File: src/hdl/sgce_pkg.sv
`default_nettype none

package sgce_pkg;

  // sizes
  localparam int XLEN      = 64;
  localparam int MEM_BYTES = 65536;
  localparam int NUM_REGS  = 16;
  localparam int MEM_AW    = $clog2(MEM_BYTES);
  localparam int REG_AW    = $clog2(NUM_REGS);
  localparam int CFG_W     = 17;
  localparam int CFG_IDX_W = 2;
  // bounds arithmetic width: holds mem_limit and MEM_BYTES
  localparam int LIM_W     = (MEM_AW + 1 > CFG_W) ? MEM_AW + 1 : CFG_W;

  // configuration register indexes
  localparam logic [CFG_IDX_W-1:0] CFG_MEM_LIMIT    = 2'd0;
  localparam logic [CFG_IDX_W-1:0] CFG_CONSOLE_BASE = 2'd1;
  localparam logic [CFG_IDX_W-1:0] CFG_ENTRY_PC     = 2'd2;

  // configuration reset values
  localparam logic [16:0] MEM_LIMIT_RST    = 17'd65536;
  localparam logic [15:0] CONSOLE_BASE_RST = 16'd65280;
  localparam logic [15:0] ENTRY_PC_RST     = 16'd0;

  // instruction modes
  localparam logic [2:0] MODE_MOV     = 3'd0;
  localparam logic [2:0] MODE_LEA     = 3'd1;
  localparam logic [2:0] MODE_SUB     = 3'd2;
  localparam logic [2:0] MODE_JZ      = 3'd3;
  localparam logic [2:0] MODE_HALT    = 3'd4;
  localparam logic [2:0] MODE_PRELOAD = 3'd5;

  // mov forms (also sub operand select: immediate form)
  localparam logic [2:0] FORM_IMM   = 3'd0;
  localparam logic [2:0] FORM_REG   = 3'd1;
  localparam logic [2:0] FORM_LOAD  = 3'd2;
  localparam logic [2:0] FORM_STORE = 3'd3;

  // result status codes
  localparam logic [2:0] ST_DONE    = 3'd0;
  localparam logic [2:0] ST_HALTED  = 3'd1;
  localparam logic [2:0] ST_FAULT   = 3'd2;
  localparam logic [2:0] ST_ILLEGAL = 3'd3;
  localparam logic [2:0] ST_IGNORED = 3'd4;

  localparam logic [XLEN-1:0] PC_STEP   = 64'd16;
  localparam logic [16:0]     CHAR_OFS  = 17'd8;

  typedef struct packed {
    logic [2:0]      mode;
    logic [3:0]      dest_reg;
    logic [3:0]      src_reg;
    logic [7:0]      aux_bits;
    logic [XLEN-1:0] immediate;
  } item_t;

  typedef struct packed {
    logic [2:0]      status;
    logic [XLEN-1:0] pc_out;
    logic            console_valid;
    logic            console_kind;
    logic [XLEN-1:0] console_value;
  } result_t;

  // register file request from the sequencer
  typedef struct packed {
    logic              we;
    logic [REG_AW-1:0] waddr;
    logic [XLEN-1:0]   wdata;
    logic              re;
    logic [REG_AW-1:0] raddr;
  } rf_req_t;

  // index of the last byte of an access: 1, 2, 4 or 8 bytes
  function automatic logic [2:0] byte_last(input logic [1:0] sel);
    logic [2:0] last;
    case (sel)
      2'd0:    last = 3'd0;
      2'd1:    last = 3'd1;
      2'd2:    last = 3'd3;
      default: last = 3'd7;
    endcase
    return last;
  endfunction

endpackage

`default_nettype wire

File: src/hdl/sgce_alu.sv
`default_nettype none

module sgce_alu (
  input  logic [sgce_pkg::XLEN-1:0] a,
  input  logic [sgce_pkg::XLEN-1:0] b,
  input  logic                      sub,
  output logic [sgce_pkg::XLEN-1:0] y
);

  import sgce_pkg::*;

  // shared 64-bit adder: address, lea sum and sub difference
  assign y = sub ? (a - b) : (a + b);

endmodule

`default_nettype wire

File: config.mk
export PLATFORM = sky130hd
export DESIGN_NAME = sgce_alu
export DESIGN_NICKNAME = d
export VERILOG_FILES = /design/src/hdl/sgce_pkg.sv /design/src/hdl/sgce_alu.sv
export SDC_FILE = /design/constraint.sdc
export NUM_CORES = 1
export LEC_CHECK = 0
export ABC_CLOCK_PERIOD_IN_PS = 4800
export BUFFER_PORTS_ARGS = -buffer_cell sky130_fd_sc_hd__buf_2
export CAP_MARGIN = 25
export CELL_PAD_IN_SITES_DETAIL_PLACEMENT = 0
export CELL_PAD_IN_SITES_GLOBAL_PLACEMENT = 1
export CORE_MARGIN = 2
export CORE_UTILIZATION = 32
export DETAILED_ROUTE_END_ITERATION = 12
export GPL_TIMING_DRIVEN = 1
export PLACE_DENSITY = 0.77
export SLEW_MARGIN = 20
export SYNTH_ARGS = -nofsm -noshare
export SYNTH_HDL_FRONTEND = slang
export SYNTH_SLANG_ARGS = --single-unit
File: constraint.sdc
create_clock -name vclk -period 4.8
set_input_delay 0.48 -clock vclk [all_inputs]
set_output_delay 0.48 -clock vclk [all_outputs]
set_load 0.005 [all_outputs]
==> flow_summary.json <==
{
  "status": "finished, violations left",
  "violations": "setup timing",
  "holdPathStages": 3,
  "ys_types": 59,
  "grt_pass1_vias": 7229,
  "fmax_mhz": 200,
  "placed_cells": 1430,
  "end_kind": "output port",
  "relSlewSlack": 0.633,
  "worst-path-stages": 22,
  "die_w_um": 132,
  "overflow": 0,
  "core_um2": 15900,
  "portBuffers": 193,
  "leakagePower_nw": 4.33,
  "path_max_fanout": 7,
  "crit_buf_inv": 5,
  "routed_wl_mm": 23.2,
  "fin_util": 0.579,
  "critPathRequiredTime_ns": 4.32,
  "grt_pass1_wl_mm": 35.2,
  "slew_violations": 0,
  "place_area_um2": 8220,
  "hold_class": "primary input to output port",
  "cpMostUsedCell": "buf_6",
  "place_hpwl_mm": 19.3,
  "crit_end": "y[56]",
  "finalCriticalPeriod_ns": 4.99,
  "die_area_um2": 17300,
  "ys_warn_count": 0,
  "crit_family": "simple AND/OR/NAND/NOR gates",
  "initial_core_util": 0.328,
  "drive_gt1_frac": 0.479,
  "top_level_ports": 193,
  "dr.pass1.iters": 6,
  "syn_avg_cell_area_um2": 6.50,
  "wl_per_cell_um": 15.9,
  "hold_viol_final": 0,
  "tightest_slew_ns": 0.550,
  "slowest_stage": "or4_4",
  "synth_area_um2": 5200,
  "seqCellArea_um2": 0,
  "drt_iter0_markers": 409,
  "startpoint_type": "primary input",
  "critPathMaxStageDelay_ns": 0.55,
  "crit_type": "primary input to output port",
  "final_cell_mix": "256 x buf_4, 189 x buf_2, 88 x xnor2_1",
  "final_area_um2": 9200,
  "design.seq.count": 0,
  "track_usage": 0.242,
  "vias": 7609,
  "clkbuf_count": 0,
  "syn-num-nets": 994,
  "maxCapViolCount": 0,
  "fin_ws_ns": -0.192,
  "area_growth_pct": 76.8,
  "drtAntennaViolNets": 0,
  "setup_viol": 13,
  "viasPerCell": 5.22,
  "crit_path_cell_trace": "buf_6, or4_4, nor4_4, nor3b_2, buf_4, and2_4, buf_6, and3_4, nor2_2, xnor2_1, ha_2, a21oi_1, o21a_1, a2bb2oi_2, nor2_2, o21ai_2, a21o_1, buf_6, and2_4, o31a_1, xnor2_1, buf_2",
  "postSynthCellCount": 800,
  "final.period_utilization": 1.04,
  "fin_cells": 1458,
  "layout_commonest_cell": "buf_4",
  "ir_drop_v": 0.000115,
  "grt_max_degree": 34,
  "die_y_um": 132,
  "gp_congestion": 0.956,
  "cts-hold-fix-buffers": 0,
  "cp.arrival_ns": 4.51,
  "hold-worst-slack_ns": 1.36,
  "rsz0062_at_grt": "true",
  "cellPowerDensity_nw_per_um2": 196,
  "rows": 46,
  "drc": 0,
  "startpoint": "b[15]",
  "antenna_found_initial": 3,
  "ys_seq_area_frac": 0,
  "nets": 1437
}
==> stage by stage <==
step	setup WS (ns)	total power [mW]	setup TNS (ns)
final	-0.192	1.80	-1.41
after global routing	-0.390	1.95	-5.00
after CTS	-0.177	1.66	-0.851
after detailed placement	-0.565	1.57	-5.48
after global placement	-0.542	1.57	-4.60
after floorplan	0.00207	0.776	0
==> worst min-delay path, stage by stage <==
cell and delay (ns):
buf_2 0.11, fa_1 0.17, buf_2 0.11
==> cell families after synthesis <==
kind of cell,synth area share
AND/OR/NAND/NOR,0.268
multiplexers,0.00385
adder cells (fa/ha/maj),0.158
buffers and inverters,0.0483
XOR/XNOR,0.207
AO/OA/AOI/OAI,0.315
==> per-layer routing <==
layer | up-vias | global-route usage | part of all wire
met2 | 260 | 0.430 | 0.48
met5 | - | 0 | 0.00056
met4 | 2 | 0.0417 | 0.016
met3 | 30 | 0.0220 | 0.062
met1 | 3500 | 0.321 | 0.44
li1 | 3817 | - | -
==> worst min path at each step <==
stage	endpoint	slack, ns	from
floorplan	y[0]	1.09	b[0]
global placement	y[1]	1.36	a[1]
detailed placement	y[1]	1.35	a[1]
CTS	y[1]	1.36	a[1]
global route	y[1]	1.38	a[1]
finish	y[1]	1.36	a[1]
==> cells in the mapped netlist (3+ instances only) <==
cell         n  share of area
a2111oi_0    3         0.0051
a211oi_1     3         0.0043
a21o_1      25          0.036
a21oi_1    100          0.096
a31oi_1     21          0.025
a41oi_1      5         0.0084
and2_1      10          0.012
and3_1       6         0.0072
buf_2        3         0.0029
clkbuf_1    28          0.020
ha_1        64           0.15
inv_1       33          0.024
nand2_1     70          0.051
nand2b_1     8         0.0096
nand3_1     15          0.014
nand4_1     18          0.022
nor2_1      85          0.061
nor2b_1      5         0.0060
nor3_1      29          0.028
nor3b_1      5         0.0072
nor4_1      13          0.016
o211ai_1    11          0.016
o21a_1      12          0.017
o21ai_0     39          0.038
o21bai_1    13          0.019
o31a_1       3         0.0051
o31ai_1      4         0.0058
o41ai_1      3         0.0051
or2_2        3         0.0036
or3_1        9          0.011
xnor2_1     92           0.15
xor2_1      31          0.052
==> repair_timing <==
item,in CTS,in global routing
cloned,0,0
pin swaps,20,72
setup endpoints to repair,25,33
resized for setup,85,102
buffers inserted,14,20
==> power by group <==
group	internal, mW	leakage [nW]	switching (mW)
sequential	0	0	0
clock	0.0000000278	0.00000634	0
combinational	0.923	4.33	0.881
==> layout make-up <==
class / count / area [um^2]
Fill cell: 1520 / 6690
Inverter: 33 / 124
Tap cell: 216 / 270
Multi-Input combinational cell: 735 / 5620
Antenna cell: 1 / 2.50
Timing Repair Buffer: 473 / 3180
(Power assumes the default switching activity.)
