`src/hdl/sgce_ram.sv`:
```
`default_nettype none

module sgce_ram #(
  parameter int WIDTH = 8,
  parameter int DEPTH = 16
) (
  input  logic                     clk,
  input  logic                     we,
  input  logic [$clog2(DEPTH)-1:0] waddr,
  input  logic [WIDTH-1:0]         wdata,
  input  logic                     re,
  input  logic [$clog2(DEPTH)-1:0] raddr,
  output logic [WIDTH-1:0]         rdata
);

  logic [WIDTH-1:0] mem [DEPTH];

  // one write port, one registered read port
  always_ff @(posedge clk) begin
    if (we) begin
      mem[waddr] <= wdata;
    end
    if (re) begin
      rdata <= mem[raddr];
    end
  end

endmodule

`default_nettype wire

```
`config.mk`:
```
export PLATFORM = sky130hd
export DESIGN_NAME = sgce_ram
export DESIGN_NICKNAME = d
export VERILOG_FILES = /design/src/hdl/sgce_ram.sv
export SDC_FILE = /design/constraint.sdc
export NUM_CORES = 1
export LEC_CHECK = 0
export BUFFER_PORTS_ARGS = -buffer_cell sky130_fd_sc_hd__buf_4
export CAP_MARGIN = 20
export CORE_UTILIZATION = 35
export DETAILED_ROUTE_END_ITERATION = 16
export PLACE_DENSITY = 0.48
export SETUP_SLACK_MARGIN = 0.05
export SLEW_MARGIN = 40
export SYNTH_ARGS = -nofsm -noshare
export SYNTH_HDL_FRONTEND = slang
export SYNTH_SLANG_ARGS = --single-unit
```
`constraint.sdc`:
```
create_clock -name clk -period 3.8 [get_ports clk]
set_input_delay 0.19 -clock clk [delete_from_list [all_inputs] [get_ports clk]]
set_output_delay 0.19 -clock clk [all_outputs]
set_load 0.05 [all_outputs]
```
==> metrics.yaml, run 1 <==
setup_path:
  worstSetupEndpointType: "flip-flop"
  cp_data_arrival_time_ps: 1710
  worst_path_largest_cell_delay_ps: 640
  timing.rr.start: "mem[9][4]$_DFFE_PP_"
  start_kind: "input port"
  reg2reg_setup_slack_ps: 2320
  required_ps: 3940
  crit_slowest_cell: "mux4_1"
  worstPathMaxFanout: 32
  rr_endpoint: "rdata[4]$_DFFE_PP_"
  critical_path.cell_chain: "buf_4 > mux4_1 > a22oi_1 > nand2_1"
  reg2reg_depth: 3
  critical_path_class: "in2reg"
grt:
  grt_pass1_vias: 2537
  grt_max_degree: 33
  grt_pass1_wl_um: 15400
  grt_usage: 0.142
  grt_antenna_before_repair: 0
  gr-total-overflow: 0
logic_synthesis:
  syn_area_mm2: 0.00523
  syn_inst: 229
  ys_warn_count: 0
  synth_area_leaders: "edfxtp_1 (78%), mux4_2 (7.8%), mux4_1 (7.0%)"
  syn_nets: 248
  synth_top_family_by_area: "multiplexers"
  yosysSeqAreaShare: 0.781
  synth-adder-area-share: 0
  synth_mux_area_frac: 0.148
  avgSynthCellArea_um2: 22.8
  synth_xor_xnor_area_share: 0
  synth-seq-cells: 136
  synth.distinct_cells: 18
  synth_top_area_frac: 0.781
  synth_compound_area_frac: 0.0230
  yosysTopAreaCell: "edfxtp_1"
  synthSimpleGateAreaFrac: 0.0314
layout:
  seq_area_mm2: 0.00408
  nFillCells: 1307
  multi_input_area_mm2: 0.00113
  area_growth_syn_to_layout_pct: 16.8
  nets: 283
  n_antenna_cell: 0
  drive_above_1_share: 0.300
clock_network:
  cts_root_buf: "clkbuf_16"
  cts_tree: "done"
  numCtsBuffers: 17
  postCtsResizedCells: 0
  clock_path_buffers: 2
  cts_hold_buffers: 0
  clock-sinks: 136
  htreeDepth: 4
  clk_latency_ps: 410
  post-cts-setup-buffers: 0
  clk_pin_slew_ps: 60
worst_hold_path:
  hold_path_depth: 1
  hold_path.class: "in2reg"
  hold_path.startpoint: "re"
  hold_end: "rdata[1]$_DFFE_PP_"
routing:
  drt_iter0_drc: 164
  route.vias.total: 2329
  routed_wl_um: 10200
  wl_per_cell_um: 22.2
  dr.pass1.iters: 4
  routed_via_density: 5.10
  drc: 0
  antenna_left: 0
sta:
  slew_headroom: 0.501
  timing.final.crit_period_ps: 1570
  skew_ps: 7.69
  tns_ps: 0
  min_period_over_period: 0.414
  fmax_mhz: 636
  whs_ps: 77.3
  hold_viol_final: 0
  slew_violations: 0
  worst_pin_slew_ps: 746
  setup_viol: 0
  rsz0062_at_grt: "no"
floorplan:
  ioPinCount: 27
  die_area_mm2: 0.0154
  row_count: 44
  start_util: 0.360
  coreArea_mm2: 0.0145
  dieWidth_um: 124
  die_h_um: 124
job:
  cap_violations: 0
pwr:
  leakage_nw: 1.98
  peakVddDrop_mv: 0.265
  powerDensity_mw_per_mm2: 528
placement:
  dp_hpwl_um: 6400
  gp_congestion: 0.663
  portBuffers: 26
outcome:
  status: "finished, final reports clean"
-- Yosys cell counts --
master	instances
edfxtp_1	136
mux4_2	18
a22oi_1	16
mux4_1	14
nor2_1	13
nand2_1	9
nor3_1	4
buf_2	3
buf_6	3
clkdlybuf4s25_2	3
nand2b_1	2
nand3b_1	2
and2_1	1
and2b_1	1
buf_4	1
nand3_1	1
nor2b_1	1
or3b_2	1
-- per-layer routing --
layer | part of all wire | track usage
met4 | 0.011 | 0.0510
met1 | 0.46 | 0.188
met3 | 0.042 | 0.0444
met5 | 0 | 0
met2 | 0.49 | 0.222
-- where the power goes --
part | switching [mW] | leakage [nW] | internal [mW]
Combinational | 0.117 | 0.507 | 0.0688
Sequential | 0.00899 | 1.24 | 1.69
Clock | 0.538 | 0.235 | 0.798
Total | 0.663 | 1.98 | 2.56
-- sequential cells by signal (all words and copies together), names as in the netlist --
name and flops:
mem 128, rdata 8
-- kinds of logic after synthesis --
kind of cell / after synthesis
buffers and inverters: 10
DFF: 136
and+or+nand+nor: 35
muxes: 32
AOI/OAI and AO/OA: 16
-- per-stage QoR --
| step | setup slack (ps) | cell area [µm²] | util | instances | power (mW) |
|---|---|---|---|---|---|
| 2_1_floorplan | 2120 | 5230 | - | 229 | 1.84 |
| 3_3_place_gp | 1620 | 5580 | 0.384 | 429 | 1.91 |
| 3_5_place_dp | 1750 | 5630 | 0.388 | 429 | 1.92 |
| 4_1_cts | 2180 | 6100 | 0.420 | 457 | 3.25 |
| 5_1_grt | 2120 | 6110 | 0.420 | 457 | 3.32 |
| 6_report | 2230 | 6110 | 0.420 | 457 | 3.22 |
-- how the worst max path moves through the flow --
stage / from / to / slack (ps) / depth (start not counted)
2_1_floorplan: waddr[2] / mem[0][0]$_DFFE_PP_ / 2120 / 2
3_3_place_gp: waddr[2] / mem[0][1]$_DFFE_PP_ / 1620 / 3
3_5_place_dp: raddr[0] / rdata[4]$_DFFE_PP_ / 1750 / 4
4_1_cts: raddr[0] / rdata[4]$_DFFE_PP_ / 2180 / 4
5_1_grt: raddr[0] / rdata[0]$_DFFE_PP_ / 2120 / 4
6_report: raddr[0] / rdata[4]$_DFFE_PP_ / 2230 / 4
-- cells in the final DEF, fill, tap and decap left out, types with 2 or more instances in the layout --
master | synthesis | layout
nand2b_1 | 2 | 2
clkinv_1 | 0 | 5
nand3b_1 | 2 | 2
nand2_1 | 9 | 9
a22oi_1 | 16 | 16
clkbuf_1 | 0 | 2
nor2_2 | 0 | 11
mux4_2 | 18 | 18
nor3_4 | 0 | 3
clkinv_2 | 0 | 4
edfxtp_1 | 136 | 136
clkbuf_16 | 0 | 17
nor2_1 | 13 | 2
buf_4 | 1 | 26
mux4_1 | 14 | 14
-- critical path: cells and delay by family --
family,cells,cell delay [ps]
AO/OA/AOI/OAI,1,280
buffers and inverters,1,500
AND/OR/NAND/NOR,1,100
multiplexers,1,640
-- cell type report --
class,instances,share of cell area
sequential,136,0.669
multi-input combinational,83,0.184
tap,184,0.0377
clock buffer,19,0.0709
timing repair buffer,26,0.0320
clock inverter,9,0.00635
(Power assumes the default switching activity.)
==> run 2, diff against run 1 <==
Settings changed: ABC_AREA set to 1.
Clock period 3.8 ns to 1.6 ns, I/O delays scaled along.
==> run 2 against run 1 <==
Cell area grew 13%. Global-route usage grew 3.1 points. Register-to-register slack lost 1900 ps. Clock-buffer cell count shrank 1. Combinational power grew to 3.1 times the previous value. Worst hold slack lost 48 ps. Clock power grew to 2.6 times the previous value. Total power grew to 2.5 times the previous value. Non-clock buffer count grew 24. First-iteration DRC count grew 130%. Synthesized area grew 12%. Synthesized cell count grew 140%. Critical endpoint is now rdata[2]$_DFFE_PP_. Largest power group unchanged.
==> metrics.yaml, run 2 <==
setup_path:
  critical_path_class: "reg2reg"
  cp_common_cell: "nand3_1"
  worstSetupEndpointType: "flip-flop"
  crit_slowest_cell: "edfxtp_1"
  startpoint: "mem[3][2]$_DFFE_PP_"
  start_kind: "flip-flop"
  reg2reg_depth: 6
  worstPathMaxFanout: 1
  cp_data_arrival_time_ps: 1380
  critical_path.cell_chain: "inv_1 > nand2_1 > nand3_1 > nand3_1 > nand3_1 > nand2_1"
  reg2reg_setup_slack_ps: 380
  rr_endpoint: "rdata[2]$_DFFE_PP_"
  required_ps: 1760
  setup.worst_path.end: "rdata[2]$_DFFE_PP_"
  worst_path_largest_cell_delay_ps: 370
  timing.rr.start: "mem[3][2]$_DFFE_PP_"
routing:
  wl_per_cell_um: 16.4
  routed_via_density: 4.53
  route.vias.total: 3734
  drc: 0
  routed_wl_um: 13600
  antenna_left: 0
  dr.pass1.iters: 4
  drt_iter0_drc: 375
logic_synthesis:
  syn_inst: 551
  synth.most_common_cell: "nand2_1"
  async_flop_share: 0
  ys_warn_count: 0
  syn_area_mm2: 0.00585
  synth.distinct_cells: 11
  synth_top_area_frac: 0.698
  avgSynthCellArea_um2: 10.6
  synth_edf_count: 136
  syn_nets: 570
  synth-seq-cells: 136
  synthFlopType: "edfxtp_1"
  synth_area_leaders: "edfxtp_1 (70%), nand2_1 (11%), nand3_1 (8.3%)"
  yosysTopAreaCell: "edfxtp_1"
  synthTopCellsByCount: "nand2_1 (173), edfxtp_1 (136), inv_1 (100)"
  yosysSeqAreaShare: 0.698
placement:
  dp_hpwl_um: 8610
  dp_slack_ps: 187
  portBuffers: 26
  gp_congestion: 0.788
layout:
  area_growth_syn_to_layout_pct: 18.2
  drive_above_1_share: 0.133
  largest_reg_flops: 128
  n_antenna_cell: 0
  nFillCells: 1540
  layout_commonest_cell: "nand2_1"
  largest_register: "mem"
  nets: 615
  reg_top3: "mem x128, rdata x8"
  final_cell_mix: "nand2_1 (173), edfxtp_1 (136), inv_1 (100)"
floorplan:
  die_area_mm2: 0.0172
  row_count: 46
  dieWidth_um: 131
  die_h_um: 131
  ioPinCount: 27
  coreArea_mm2: 0.0161
  start_util: 0.363
sta:
  rsz0062_at_grt: "no"
  timing.final.crit_period_ps: 1220
  worst_pin_slew_ps: 413
  hold_viol_final: 0
  slew_violations: 0
  worst_slack_ps: 378
  skew_ps: 8.33
  tns_ps: 0
  min_period_over_period: 0.764
  slew_headroom: 0.725
  whs_ps: 28.8
  fmax_mhz: 818
  setup_viol: 0
grt:
  grt_pass1_vias: 3841
  grt_max_degree: 65
  grt_antenna_before_repair: 0
  grt_pass1_wl_um: 21900
  gr-total-overflow: 0
  grt_usage: 0.174
clock_network:
  clk_pin_slew_ps: 60
  htreeDepth: 4
  numCtsBuffers: 17
  cts_root_buf: "clkbuf_16"
  clock-sinks: 136
  cts_tree: "done"
  clk_latency_ps: 420
  clock_path_buffers: 2
pwr:
  leakage_nw: 2.93
  peakVddDrop_mv: 0.753
  powerDensity_mw_per_mm2: 1170
worst_hold_path:
  hold_path.class: "in2reg"
  hold_path_depth: 1
job:
  cap_violations: 0
outcome:
  status: "finished, final reports clean"
[run 2: cell count changes after synthesis, sizes merged, moves of 2 or more]
cell           previous run  this run
nand2                     9       173
inv                       0       102
nand3                     1        97
mux4                     32         0
buf                       7        24
a22oi                    16         0
nor2                     13        17
nor3                      4         0
clkdlybuf4s25             3         0
nand2b                    2         0
[run 2: critical path, delay by kind of cell (launching register included)]
kind	cells	cell delay, ps
simple gates	5	530
flops	1	370
buf+inv	1	70
[run 2: worst min path at each step]
stage                        start                  end  slack (ps)
after floorplan           wdata[0]  mem[0][0]$_DFFE_PP_         180
after global routing      wdata[4]  mem[0][4]$_DFFE_PP_          30
after CTS                 wdata[4]  mem[3][4]$_DFFE_PP_          20
after global placement          re   rdata[2]$_DFFE_PP_         400
after detailed placement        re   rdata[2]$_DFFE_PP_         390
final                     wdata[4]  mem[7][4]$_DFFE_PP_          30
[run 2: logic make-up (layout without fill, tap and decap cells)]
| group | after synthesis | count (layout) | share of synthesized area |
|---|---|---|---|
| AND/OR/NAND/NOR | 289 | 289 | 0.208 |
| buffers and inverters | 126 | 184 | 0.0939 |
| flip-flops | 136 | 136 | 0.698 |
[run 2: per-stage QoR]
| stage | power, mW | std cells | area, µm² | util |
|---|---|---|---|---|
| floorplan | 4.45 | 551 | 5850 | - |
| global placement | 4.70 | 792 | 6370 | 0.395 |
| detailed placement | 4.70 | 792 | 6370 | 0.395 |
| CTS | 8.17 | 825 | 6910 | 0.429 |
| global route | 8.38 | 825 | 6910 | 0.429 |
| finish | 8.09 | 825 | 6910 | 0.429 |
[run 2: final cells by class]
class                   instances  area [µm²]  share of cell area
flip-flops and latches        136        4080               0.591
inverters                     102         383              0.0554
well taps                     216         270              0.0391
multi-input cells             289        1210               0.176
clock inverters                14         101              0.0147
clock buffers                  18         429              0.0621
repair buffers                 50         428              0.0619
[run 2: metal layers]
metal / routed length (µm) / GRT usage
met1: 6360 / 0.234
met2: 6230 / 0.271
met3: 728 / 0.0370
met4: 251 / 0.0730
met5: 0 / 0
[run 2: what timing repair did]
item	CTS	global route
gates resized for setup	0	0
hold buffers	1	0
endpoints found under the hold margin	8	0
setup buffers	0	0
[run 2: where the power goes]
group          total (mW)  switching [mW]  internal (mW)
Combinational       0.582           0.405          0.177
Clock                3.47            1.49           1.98
Sequential           4.03          0.0207           4.01
