### config.mk
export PLATFORM = sky130hd
export DESIGN_NAME = sgce_regfile
export DESIGN_NICKNAME = d
export VERILOG_FILES = /design/src/hdl/sgce_pkg.sv /design/src/hdl/sgce_ram.sv /design/src/hdl/sgce_regfile.sv
export SDC_FILE = /design/constraint.sdc
export NUM_CORES = 1
export LEC_CHECK = 0
export BUFFER_PORTS_ARGS = -buffer_cell sky130_fd_sc_hd__buf_4
export CAP_MARGIN = 20
export CORE_MARGIN = 1.5
export CORE_UTILIZATION = 47
export CTS_CLUSTER_DIAMETER = 50
export DETAILED_ROUTE_END_ITERATION = 7
export SETUP_SLACK_MARGIN = 0.4
export SKIP_CTS_REPAIR_TIMING = 1
export SYNTH_ARGS = -nofsm -noshare
export SYNTH_HDL_FRONTEND = slang
export SYNTH_HIERARCHICAL = 1
export SYNTH_SLANG_ARGS = --single-unit
### constraint.sdc
create_clock -name clk -period 12.9 [get_ports clk]
set_clock_uncertainty 0.2 [all_clocks]
set_input_delay 0.645 -clock clk [delete_from_list [all_inputs] [get_ports clk]]
set_output_delay 0.645 -clock clk [all_outputs]
set_load 0.01 [all_outputs]
### src/hdl/sgce_pkg.sv
`default_nettype none

package sgce_pkg;

  // sizes
  localparam int XLEN      = 64;
  localparam int MEM_BYTES = 65536;
  localparam int NUM_REGS  = 16;
  localparam int MEM_AW    = $clog2(MEM_BYTES);
  localparam int REG_AW    = $clog2(NUM_REGS);
  localparam int CFG_W     = 17;
  localparam int CFG_IDX_W = 2;
  // bounds arithmetic width: holds mem_limit and MEM_BYTES
  localparam int LIM_W     = (MEM_AW + 1 > CFG_W) ? MEM_AW + 1 : CFG_W;

  // configuration register indexes
  localparam logic [CFG_IDX_W-1:0] CFG_MEM_LIMIT    = 2'd0;
  localparam logic [CFG_IDX_W-1:0] CFG_CONSOLE_BASE = 2'd1;
  localparam logic [CFG_IDX_W-1:0] CFG_ENTRY_PC     = 2'd2;

  // configuration reset values
  localparam logic [16:0] MEM_LIMIT_RST    = 17'd65536;
  localparam logic [15:0] CONSOLE_BASE_RST = 16'd65280;
  localparam logic [15:0] ENTRY_PC_RST     = 16'd0;

  // instruction modes
  localparam logic [2:0] MODE_MOV     = 3'd0;
  localparam logic [2:0] MODE_LEA     = 3'd1;
  localparam logic [2:0] MODE_SUB     = 3'd2;
  localparam logic [2:0] MODE_JZ      = 3'd3;
  localparam logic [2:0] MODE_HALT    = 3'd4;
  localparam logic [2:0] MODE_PRELOAD = 3'd5;

  // mov forms (also sub operand select: immediate form)
  localparam logic [2:0] FORM_IMM   = 3'd0;
  localparam logic [2:0] FORM_REG   = 3'd1;
  localparam logic [2:0] FORM_LOAD  = 3'd2;
  localparam logic [2:0] FORM_STORE = 3'd3;

  // result status codes
  localparam logic [2:0] ST_DONE    = 3'd0;
  localparam logic [2:0] ST_HALTED  = 3'd1;
  localparam logic [2:0] ST_FAULT   = 3'd2;
  localparam logic [2:0] ST_ILLEGAL = 3'd3;
  localparam logic [2:0] ST_IGNORED = 3'd4;

  localparam logic [XLEN-1:0] PC_STEP   = 64'd16;
  localparam logic [16:0]     CHAR_OFS  = 17'd8;

  typedef struct packed {
    logic [2:0]      mode;
    logic [3:0]      dest_reg;
    logic [3:0]      src_reg;
    logic [7:0]      aux_bits;
    logic [XLEN-1:0] immediate;
  } item_t;

  typedef struct packed {
    logic [2:0]      status;
    logic [XLEN-1:0] pc_out;
    logic            console_valid;
    logic            console_kind;
    logic [XLEN-1:0] console_value;
  } result_t;

  // register file request from the sequencer
  typedef struct packed {
    logic              we;
    logic [REG_AW-1:0] waddr;
    logic [XLEN-1:0]   wdata;
    logic              re;
    logic [REG_AW-1:0] raddr;
  } rf_req_t;

  // index of the last byte of an access: 1, 2, 4 or 8 bytes
  function automatic logic [2:0] byte_last(input logic [1:0] sel);
    logic [2:0] last;
    case (sel)
      2'd0:    last = 3'd0;
      2'd1:    last = 3'd1;
      2'd2:    last = 3'd3;
      default: last = 3'd7;
    endcase
    return last;
  endfunction

endpackage

`default_nettype wire

### src/hdl/sgce_ram.sv
`default_nettype none

module sgce_ram #(
  parameter int WIDTH = 8,
  parameter int DEPTH = 16
) (
  input  logic                     clk,
  input  logic                     we,
  input  logic [$clog2(DEPTH)-1:0] waddr,
  input  logic [WIDTH-1:0]         wdata,
  input  logic                     re,
  input  logic [$clog2(DEPTH)-1:0] raddr,
  output logic [WIDTH-1:0]         rdata
);

  logic [WIDTH-1:0] mem [DEPTH];

  // one write port, one registered read port
  always_ff @(posedge clk) begin
    if (we) begin
      mem[waddr] <= wdata;
    end
    if (re) begin
      rdata <= mem[raddr];
    end
  end

endmodule

`default_nettype wire

### src/hdl/sgce_regfile.sv
`default_nettype none

module sgce_regfile (
  input  logic                      clk,
  input  logic                      rst,
  input  sgce_pkg::rf_req_t         req,
  output logic [sgce_pkg::XLEN-1:0] rdata
);

  import sgce_pkg::*;

  logic [NUM_REGS-1:0] vld;
  logic                rvld;
  logic                wr_en;
  logic [XLEN-1:0]     ram_q;

  // r0 is never written, so it always reads zero
  assign wr_en = req.we && (req.waddr != '0);

  sgce_ram #(
    .WIDTH(XLEN),
    .DEPTH(NUM_REGS)
  ) u_ram (
    .clk  (clk),
    .we   (wr_en),
    .waddr(req.waddr),
    .wdata(req.wdata),
    .re   (req.re),
    .raddr(req.raddr),
    .rdata(ram_q)
  );

  // written-since-reset bits, sampled alongside the read
  always_ff @(posedge clk) begin
    if (rst) begin
      vld  <= '0;
      rvld <= 1'b0;
    end else begin
      if (wr_en) begin
        vld[req.waddr] <= 1'b1;
      end
      if (req.re) begin
        rvld <= vld[req.raddr];
      end
    end
  end

  assign rdata = rvld ? ram_q : '0;

endmodule

`default_nettype wire

==> results.md, run 1 <==
- Critical path destination: u_ram/rdata[28]$_DFFE_PP_
- Syn Nets: between 1500 and 2000
- Synth Cell Area: 41400 sq um
- M2 GR Usage: 0.356
- CTS tree: done
- Stages on worst setup path: 7
- Share of cells above drive strength 1: 0.307
- Post-synth EDFFs: roughly 1100
- CTS Sinks: around 1100
- Buf/Inv on CP: 4
- CP Capture Type: flip-flop
- Root Buffer: clkbuf_16
- Met1 GRT Util: 0.312
- Initial DRC Count: 1956
- Placed wire-length estimate: 47000 um
- Synth unique cells: 28
- Worst path arrival time: 4.28 ns
- Reg2reg start: u_ram/mem[10][53]$_DFFE_PP_
- Hold crit path type: in -> reg
- Routed wire length: 96800 um
- Drt drc: 0
- Post-synthesis sequential element count: between 1000 and 1500
- Mean Syn Cell Area: about 23 sq um
- Number of max-cap violations: 0
- Final hold violations: 0
- Gr busiest metal: met2
- Final setup viols: 0
- Global-route track usage on met3: 0.0386
- Crit Path Max Fanout: 102
- Fin worst setup slack: a little under 9 ns
- Top delay family on crit path: buffers and inverters
- GRT Util Overall: 0.219
- Seq/Total Area, Yosys: 0.798
- Switching power total: 1.60 mW
- Slowest-stage cell, CP: buf_4
- Setup WS pre-CTS: 7.96 ns
- Diodes inserted: 0
- VDD IR max: 0.122 mV
- DR vias/cell: 5.95
- R2R setup slack: 11.19 ns
- First-pass GRT wire length: 141000 um
- Worst-path clk slew: about 0.06 ns
- Simple-gate share of the synthesized area: 0.0222
- Status: finished clean
- Setup_tns: 0 ns
- Final #Nets: 2087
- Max_slew headroom: 0.226
- Pleak: 15.5 nW
- R2R Path End: u_ram/rdata[53]$_DFFE_PP_
- CTS Buf Count: 119
- Routability cong.: 0.722
- Most common cell on crit path: buf_4
- Share of the synthesized area in the top cell type: 0.790
- I/O Pins: 140
- Sequential Power Share: 0.513
- CP Class: in -> reg
- Critical path, cell by cell: buf_8 > buf_4 > buf_4 > buf_12 > mux4_2 > a22oi_1 > nand2_1
- Skew-Pair Late Insertion Delay: 0.66 ns
- Post-synthesis compound-gate area fraction: 0.0265
- Synth top area cells: edfxtp_1, mux4_2, a22oi_1
- Pint: ~6.3 mW
- Core box area: ~87000 sq um
- Area growth from synthesis to layout: 16.0%
- Fmax: 245 MHz
- Largest net degree at the start of global routing: between 100 and 150
- Vias: 19400
- Slew Limit Fails: 0
- Worst Tran Pin Value: 1.16 ns
- Post-Syn Instances: 1796
- Avg WL per Cell: 29.6 um
- Fill count: 6526
- Logic pwr share: 0.045
- Vias in the first global route: 20400
- Post-synth top area cell: edfxtp_1
- Grt ovf: 0
- Port bufs: 139
- RSZ-0062 raised after global routing: no
- Initial antenna violation count: 8
- Mux share of post-synthesis cell area: 0.141
- Initial Utilization: 0.476
- Minimum clock period: 4.08 ns
- Switch share: 0.202
- Most common flop cell mapped by yosys: edfxtp_1
- Synth Area in XOR/XNOR: 0
- DRT Pass-1 Iters: 5
- Power per Cell Area: 165 nW/um^2
- Die X: 300 um
- Adder-Cell Fraction of Synth Area: 0
- Cell depth of the worst flop-to-flop path: 3
- Clock tree buffer depth: 3
- CP max stage delay: about 0.72 ns
- Clk network pwr share: 0.442
- Largest family of logic cells by synthesized area: multiplexers
- Worst path required time: roughly 13 ns
- Ys async rst share: 0
- Std cell rows: 108
- DIE HEIGHT: roughly 300 um
- Antenna Nets Post-Route: 0
- Startpoint type of the worst setup path: input pin
- Die footprint: 89800 sq um
- Fin crit share: 0.316
- CTS H-tree lvls: 3
- Synth warnings: 6
- Critical Path Start: req[0]
[cells in the final DEF (no fill, tap or decap), drive strengths merged]
cell and n:
a21oi 11, a221oi 2, a22oi 129, a31oi 4, and2 65, and3 1
buf 188, bufinv 19, clkbuf 144, clkinv 45, clkinvlp 10, dfxtp 17
edfxtp 1088, inv 5, mux2i 4, mux4 258, nand2 68, nand2b 2
nand3 1, nand3b 3, nor2 34, nor2b 6, nor3 4, nor3b 1
o211ai 1, o41a 1, or3b 2
[kinds of logic (layout without fill, tap and decap cells)]
group           Yosys count  after routing
compound gates          148            148
buf+inv                  94            411
flops                  1105           1105
mux                     262            262
simple gates            187            187
[metal layers]
layer,share of wire,vias up
met1,0.41,10500
met5,0.00095,-
met4,0.017,14
met3,0.074,131
li1,-,8055
met2,0.49,759
[synthesized netlist by cell type (2+ instances only)]
cell,instances
buf_6,15
nor3_1,4
edfxtp_1,1088
nor2b_1,6
nor2_1,34
a22oi_1,129
nand3b_1,3
mux2i_1,4
a21oi_1,11
nand2_1,68
buf_1,16
dfxtp_1,17
nand2b_1,2
mux4_2,258
clkbuf_1,44
buf_4,6
and2_1,65
buf_2,13
a31oi_1,4
[how the worst min path moves through the flow]
stage / from / end / slack (ns) / cells past startpoint
3_5_place_dp: vld[10]$_SDFFE_PP0P_ / vld[10]$_SDFFE_PP0P_ / 0.25 / 2
6_report: req[51] / u_ram/mem[4][46]$_DFFE_PP_ / 0.06 / 1
3_3_place_gp: vld[15]$_SDFFE_PP0P_ / vld[15]$_SDFFE_PP0P_ / 0.24 / 2
2_1_floorplan: vld[10]$_SDFFE_PP0P_ / vld[10]$_SDFFE_PP0P_ / 0.23 / 2
5_1_grt: req[35] / u_ram/mem[3][30]$_DFFE_PP_ / 0.06 / 1
4_1_cts: req[24] / u_ram/mem[14][19]$_DFFE_PP_ / 0.03 / 1
[final cells by class]
cell class	instances	area, sq um	area share
Sequential cell	1105	33000	0.687
Multi-Input combinational cell	597	8000	0.167
Clock buffer	144	3180	0.0662
Timing Repair Buffer	188	1470	0.0306
Tap cell	1155	1450	0.0301
Clock inverter	79	913	0.0190
[registers in the layout, indices dropped and copies added, names as in the netlist]
| name | flops |
|---|---|
| rvld | 1 |
| u_ram/mem | 1024 |
| u_ram/rdata | 64 |
| vld | 16 |
[stage by stage]
stage	util	hold slack, ns	cell area [sq um]	std cells	power (mW)
2_1_floorplan	-	0.231	41400	1796	4.33
3_3_place_gp	0.504	0.242	43900	3043	4.48
3_5_place_dp	0.505	0.254	43900	3044	4.49
4_1_cts	0.552	0.0332	48000	3267	7.98
5_1_grt	0.552	0.0582	48000	3268	8.15
6_report	0.552	0.0640	48000	3268	7.91
[power groups by stage]
stage,logic (mW),clock network (mW),registers (mW)
floorplan,0.205,0,4.13
global placement,0.349,0,4.13
detailed placement,0.358,0,4.13
CTS,0.359,3.56,4.06
global route,0.382,3.70,4.06
finish,0.353,3.50,4.06
(Power assumes the default switching activity.)
==> inputs of run 2 (changes only) <==
clock period = 3.8 ns   (was 12.9 ns; I/O delays follow)
==> run 2 against run 1 <==
The flow now finishes with violations (hold timing). Sequential cell count is the same. Hold slack got worse by 0.093 ns. Clock power increased to 3.2 times the previous value. Critical path type is now reg -> out. Highest routed layer unchanged.
==> results.md, run 2 (synthesis gave the netlist of run 1 again) <==
- Status: finished with violations
- Violated checks: hold timing
- Util after Layout: 0.562
- Placed wire-length estimate: 44300 um
- Die footprint: 89800 sq um
- Setup_tns: 0 ns
- Initial DRC Count: approximately 1600
- Largest net degree at the start of global routing: 65
- Non-filler cells, final: 3349
- CTS Buf Count: 118
- Worst path arrival time: 2.31 ns
- Pleak: 15.8 nW
- Std cell rows: 108
- Vias in the first global route: between 20000 and 25000
- Fmax: 371 MHz
- Area growth from synthesis to layout: 18.3%
- Root Buffer: clkbuf_16
- DIE HEIGHT: 300 um
- Max_slew headroom: 0.456
- Routability cong.: slightly above 0.7
- Dpl cells: about 3000
- VDD IR max: approximately 0.38 mV
- GRT Util Overall: 0.207
- Share of cells above drive strength 1: 0.295
- Largest reg by FF count: u_ram/mem
- Clock tree buffer depth: 3
- CTS tree: done
- Worst Tran Pin Value: 0.813 ns
- Total power: 26.3 mW
- CP Capture Type: primary output
- Commonest non-fill, non-tap cell in the layout: edfxtp_1
- Fin worst setup slack: 1.10 ns
- Slew Limit Fails: 0
- Hold crit path type: in -> reg
- DRT Pass-1 Iters: 6
- Core box area: slightly below 90000 sq um
- Routed wire length: 92100 um
- Final hold violations: 1
- Hold WS: -0.0291 ns
- RSZ-0062 raised after global routing: no
- CTS Sinks: 1105
- CTS H-tree lvls: 3
- CP Class: reg -> out
- Worst path required time: 3.41 ns
- Port bufs: 139
- Final #Nets: 2170
- Antenna Nets Post-Route: 0
- Most frequent cells in the layout: edfxtp_1, mux4_2, buf_4
- First-pass GRT wire length: 135000 um
- Avg WL per Cell: 27.5 um
- Largest regs: u_ram/mem (1024), u_ram/rdata (64), vld (16)
- Die X: 300 um
- Fin crit share: 0.709
- Skew-Pair Late Insertion Delay: 0.68 ns
- Initial Utilization: 0.476
- Minimum clock period: 2.70 ns
- Grt ovf: 0
- Startpoint type of the worst setup path: flip-flop
- Final setup viols: 0
- Initial antenna violation count: 6
- Power per Cell Area: between 500 and 600 nW/um^2
- DR vias/cell: 5.85
- Crit Path Max Fanout: 45
- Setup WS pre-CTS: 1.19 ns
- I/O Pins: 140
- Vias: 19600
- Worst-path clk slew: 0.06 ns
- Number of max-cap violations: 0
- Largest register FFs: around 1000
- Drt drc: 0
==> run 2: cell count changes in the layout (fill, tap and decap cells not counted), moves of 2 or more <==
cell and change:
clkinv_4 +3, clkinv_1 +5, buf_12 +23, clkinv_16 +3, clkbuf_16 -5, nor3_4 +4
buf_4 -17, dlygate4sd3_1 +79, clkinvlp_4 -3, nor3_2 -4, clkinv_8 +2, bufinv_16 -7
==> run 2: final timing paths <==
path | slack, ns | end | startpoint | cells past startpoint
max reg2reg | 1.98 | rvld$_SDFFE_PP0P_ | vld[15]$_SDFFE_PP0P_ | 4
max | 1.10 | rdata[18] | rvld$_SDFFE_PP0P_ | 3
min reg2reg | 0.27 | vld[0]$_SDFFE_PP0P_ | vld[0]$_SDFFE_PP0P_ | 1
min | -0.03 | rvld$_SDFFE_PP0P_ | req[0] | 5
==> run 2: critical path: stages, from the launching register on <==
cell and delay, ns:
dfxtp_2 0.74, buf_12 0.35, and2_1 0.33, buf_4 0.17
==> run 2: layout make-up <==
type	count	area (sq um)
fill	6464	38100
sequential	1105	33000
multi-input combinational	597	8030
clock buffer	138	3050
timing repair buffer	272	2570
tap	1155	1450
clock inverter	81	846
antenna	1	2.50
==> run 2: routing by layer <==
layer  up-vias  global-route usage  wire [um]  share of wire
met1     10600               0.294      39600           0.43
met4         8              0.0450       1280          0.014
li1       8228                   -          -              -
met3       106              0.0329       5360          0.058
met2       622               0.341      45800           0.50
met5         -                   0         50        0.00054
==> run 2: where the power goes <==
part           switching (mW)  leakage, nW  internal [mW]
Combinational           0.726         3.93          0.559
Sequential             0.0762         10.0           13.7
Clock                    4.70         1.87           6.59
Total                    5.50         15.8           20.8
==> run 2: stage by stage <==
step	cell area (sq um)	hold WS [ns]
6_report	48900	-0.0291
5_1_grt	48900	0.0129
4_1_cts	48200	-0.451
3_5_place_dp	44300	0.254
3_3_place_gp	44300	0.245
2_1_floorplan	41400	0.0889
==> inputs of run 3 (changes only) <==
ABC_AREA = 1   (was unset)
clock period = 2.53 ns   (was 3.8 ns; I/O delays follow)
==> run 3 against run 2 <==
The run still ends with hold timing left. Worst setup slack worse by 0.61 ns. First-iteration DRC count is 66% higher. Count of clock-buffer cells in the layout is 6 higher. Total power is 54% higher. Area after synthesis is 14% higher. Critical path type unchanged. Critical endpoint is now rdata[43].
==> results.md, run 3 <==
- Root Buffer: clkbuf_16
- Violated checks: hold timing
- Area growth from synthesis to layout: 16.1%
- Final hold violations: 1
- Die footprint: 102000 sq um
- Top cells by count, synth: nand2_1, edfxtp_1, inv_1
- Largest family of logic cells by synthesized area: simple AND/OR/NAND/NOR gates
- CTS Sinks: 1105
- Simple-gate share of the synthesized area: 0.201
- Fin crit share: 0.804
- Commonest non-fill, non-tap cell in the layout: nand2_1
- Total power: around 41 mW
- CTS Buf Count: 119
- Crit Path Max Fanout: 37
- Critical path, cell by cell: buf_12 > nand2_1 > inv_1 > buf_4
- CTS tree: done
- Number of max-cap violations: 0
- Most common flop cell mapped by yosys: edfxtp_1
- CP Capture Type: primary output
- VDD IR max: 0.584 mV
- Startpoint type of the worst setup path: flip-flop
- Minimum clock period: a little over 2 ns
- Slew Limit Fails: 0
- Initial Utilization: 0.473
- Synth warnings: 6
- Initial antenna violation count: 0
- Worst path required time: ~2.2 ns
- Avg WL per Cell: 18.9 um
- Top delay family on crit path: buffers and inverters
- Die X: about 320 um
- Largest net degree at the start of global routing: 105
- Ys async rst share: 0
- Hold WS: -0.00949 ns
- Vias in the first global route: 29400
- Std cell rows: 116
- Routed wire length: between 100000 and 150000 um
- Mux share of post-synthesis cell area: 0
- Count leader, synth: nand2_1
- Clock tree buffer depth: 3
- RSZ-0062 raised after global routing: no
- Worst path arrival time: 1.71 ns
- Skew-Pair Late Insertion Delay: between 0.6 and 0.7 ns
- Largest reg by FF count: u_ram/mem
- Buf/Inv on CP: 3
- Diodes inserted: 0
- Synth Area in XOR/XNOR: 0
- CTS H-tree lvls: 3
- Seq/Total Area, Yosys: 0.699
- DIE HEIGHT: about 320 um
- Status: finished with violations
- Pleak: 23.5 nW
- Placed wire-length estimate: 63200 um
- Synth unique cells: 21
- Gr busiest metal: met2
- Share of the synthesized area in the top cell type: 0.692
- Initial DRC Count: roughly 2600
- Power per Cell Area: 741 nW/um^2
- Setup_tns: 0 ns
- Antenna Nets Post-Route: 0
- Synth Cell Area: 47200 sq um
- Worst Tran Pin Value: 0.601 ns
- Slowest-stage cell, CP: dfxtp_4
- Largest regs: u_ram/mem (1024), u_ram/rdata (64), vld (16)
- Final #Nets: 4749
- Post-Syn Instances: 4456
- DRT Pass-1 Iters: 6
- Global-route track usage on met3: 0.0298
- I/O Pins: 140
- Drt drc: 0
- Final setup viols: 0
- Port bufs: about 140
- Core box area: approximately 100000 sq um
- DR vias/cell: 5.04
- Adder-Cell Fraction of Synth Area: 0
- Most frequent cells in the layout: nand2_1, edfxtp_1, inv_1
- Synth top area cells: edfxtp_1, nand2_1, nand3_1
- CP max stage delay: 0.36 ns
- Post-synthesis sequential element count: 1105
- Largest register FFs: 1024
- Post-synth EDFFs: around 1100
- Grt ovf: 0
- Hold crit path type: in -> reg
- Routability cong.: 0.793
- Share of cells above drive strength 1: 0.0897
- Syn Nets: 4532
- First-pass GRT wire length: 175000 um
- Met1 GRT Util: 0.301
- CP Class: reg -> out
- Mean Syn Cell Area: 10.6 sq um
- Vias: 30600
- Max_slew headroom: 0.599
- M2 GR Usage: 0.379
- GRT Util Overall: 0.224
- Post-synthesis compound-gate area fraction: 0.00196
- Post-synth top area cell: edfxtp_1
- Fmax: 491 MHz
- Worst-path clk slew: 0.06 ns
==> run 3: area by class of cell <==
type | instances | area, sq um
inverter | 852 | 3240
clock buffer | 144 | 3140
timing repair buffer | 318 | 3300
sequential | 1105 | 33000
fill | 8433 | 45000
multi-input combinational | 2277 | 9730
tap | 1298 | 1620
clock inverter | 74 | 766
==> run 3: metal layers <==
layer	up-vias	wire length, um
li1	14800	-
met1	14800	49500
met2	814	56400
met3	172	5690
met4	0	2780
met5	-	0
==> run 3: path summary, 6_finish.rpt <==
path,startpoint,to,slack (ns),cells past startpoint
setup / recovery,rvld$_SDFFE_PP0P_,rdata[43],0.50,4
hold / removal,req[0],u_ram/rdata[14]$_DFFE_PP_,-0.009,7
setup reg to reg,rvld$_SDFFE_PP0P_,rvld$_SDFFE_PP0P_,0.81,6
hold reg to reg,vld[0]$_SDFFE_PP0P_,vld[0]$_SDFFE_PP0P_,0.26,2
==> run 3: cell families after synthesis <==
group	Yosys count
AO/OA/AOI/OAI	16
buffers and inverters	1074
flip-flops	1105
AND/OR/NAND/NOR	2261
==> run 3: where the power goes <==
part | switching, mW | internal (mW) | leakage [nW]
clock network | 7.03 | 10.2 | 1.89
logic | 1.84 | 0.839 | 11.6
registers | 0.113 | 20.6 | 10.0
==> run 3: worst reg2reg max path: cells and delay by family, from the launching register on <==
| kind | cells | cell delay, ns |
|---|---|---|
| buf+inv | 3 | 0.86 |
| flops | 1 | 0.36 |
| simple gates | 3 | 0.26 |
==> run 3: per-stage QoR <==
stage,cell area (sq um),setup WS (ns),util,instances
floorplan,47400,0.188,-,4456
global placement,50000,0.198,0.501,5758
detailed placement,50000,0.196,0.501,5758
CTS,53900,0.399,0.540,5976
global route,54800,0.454,0.549,6068
finish,54800,0.495,0.549,6068
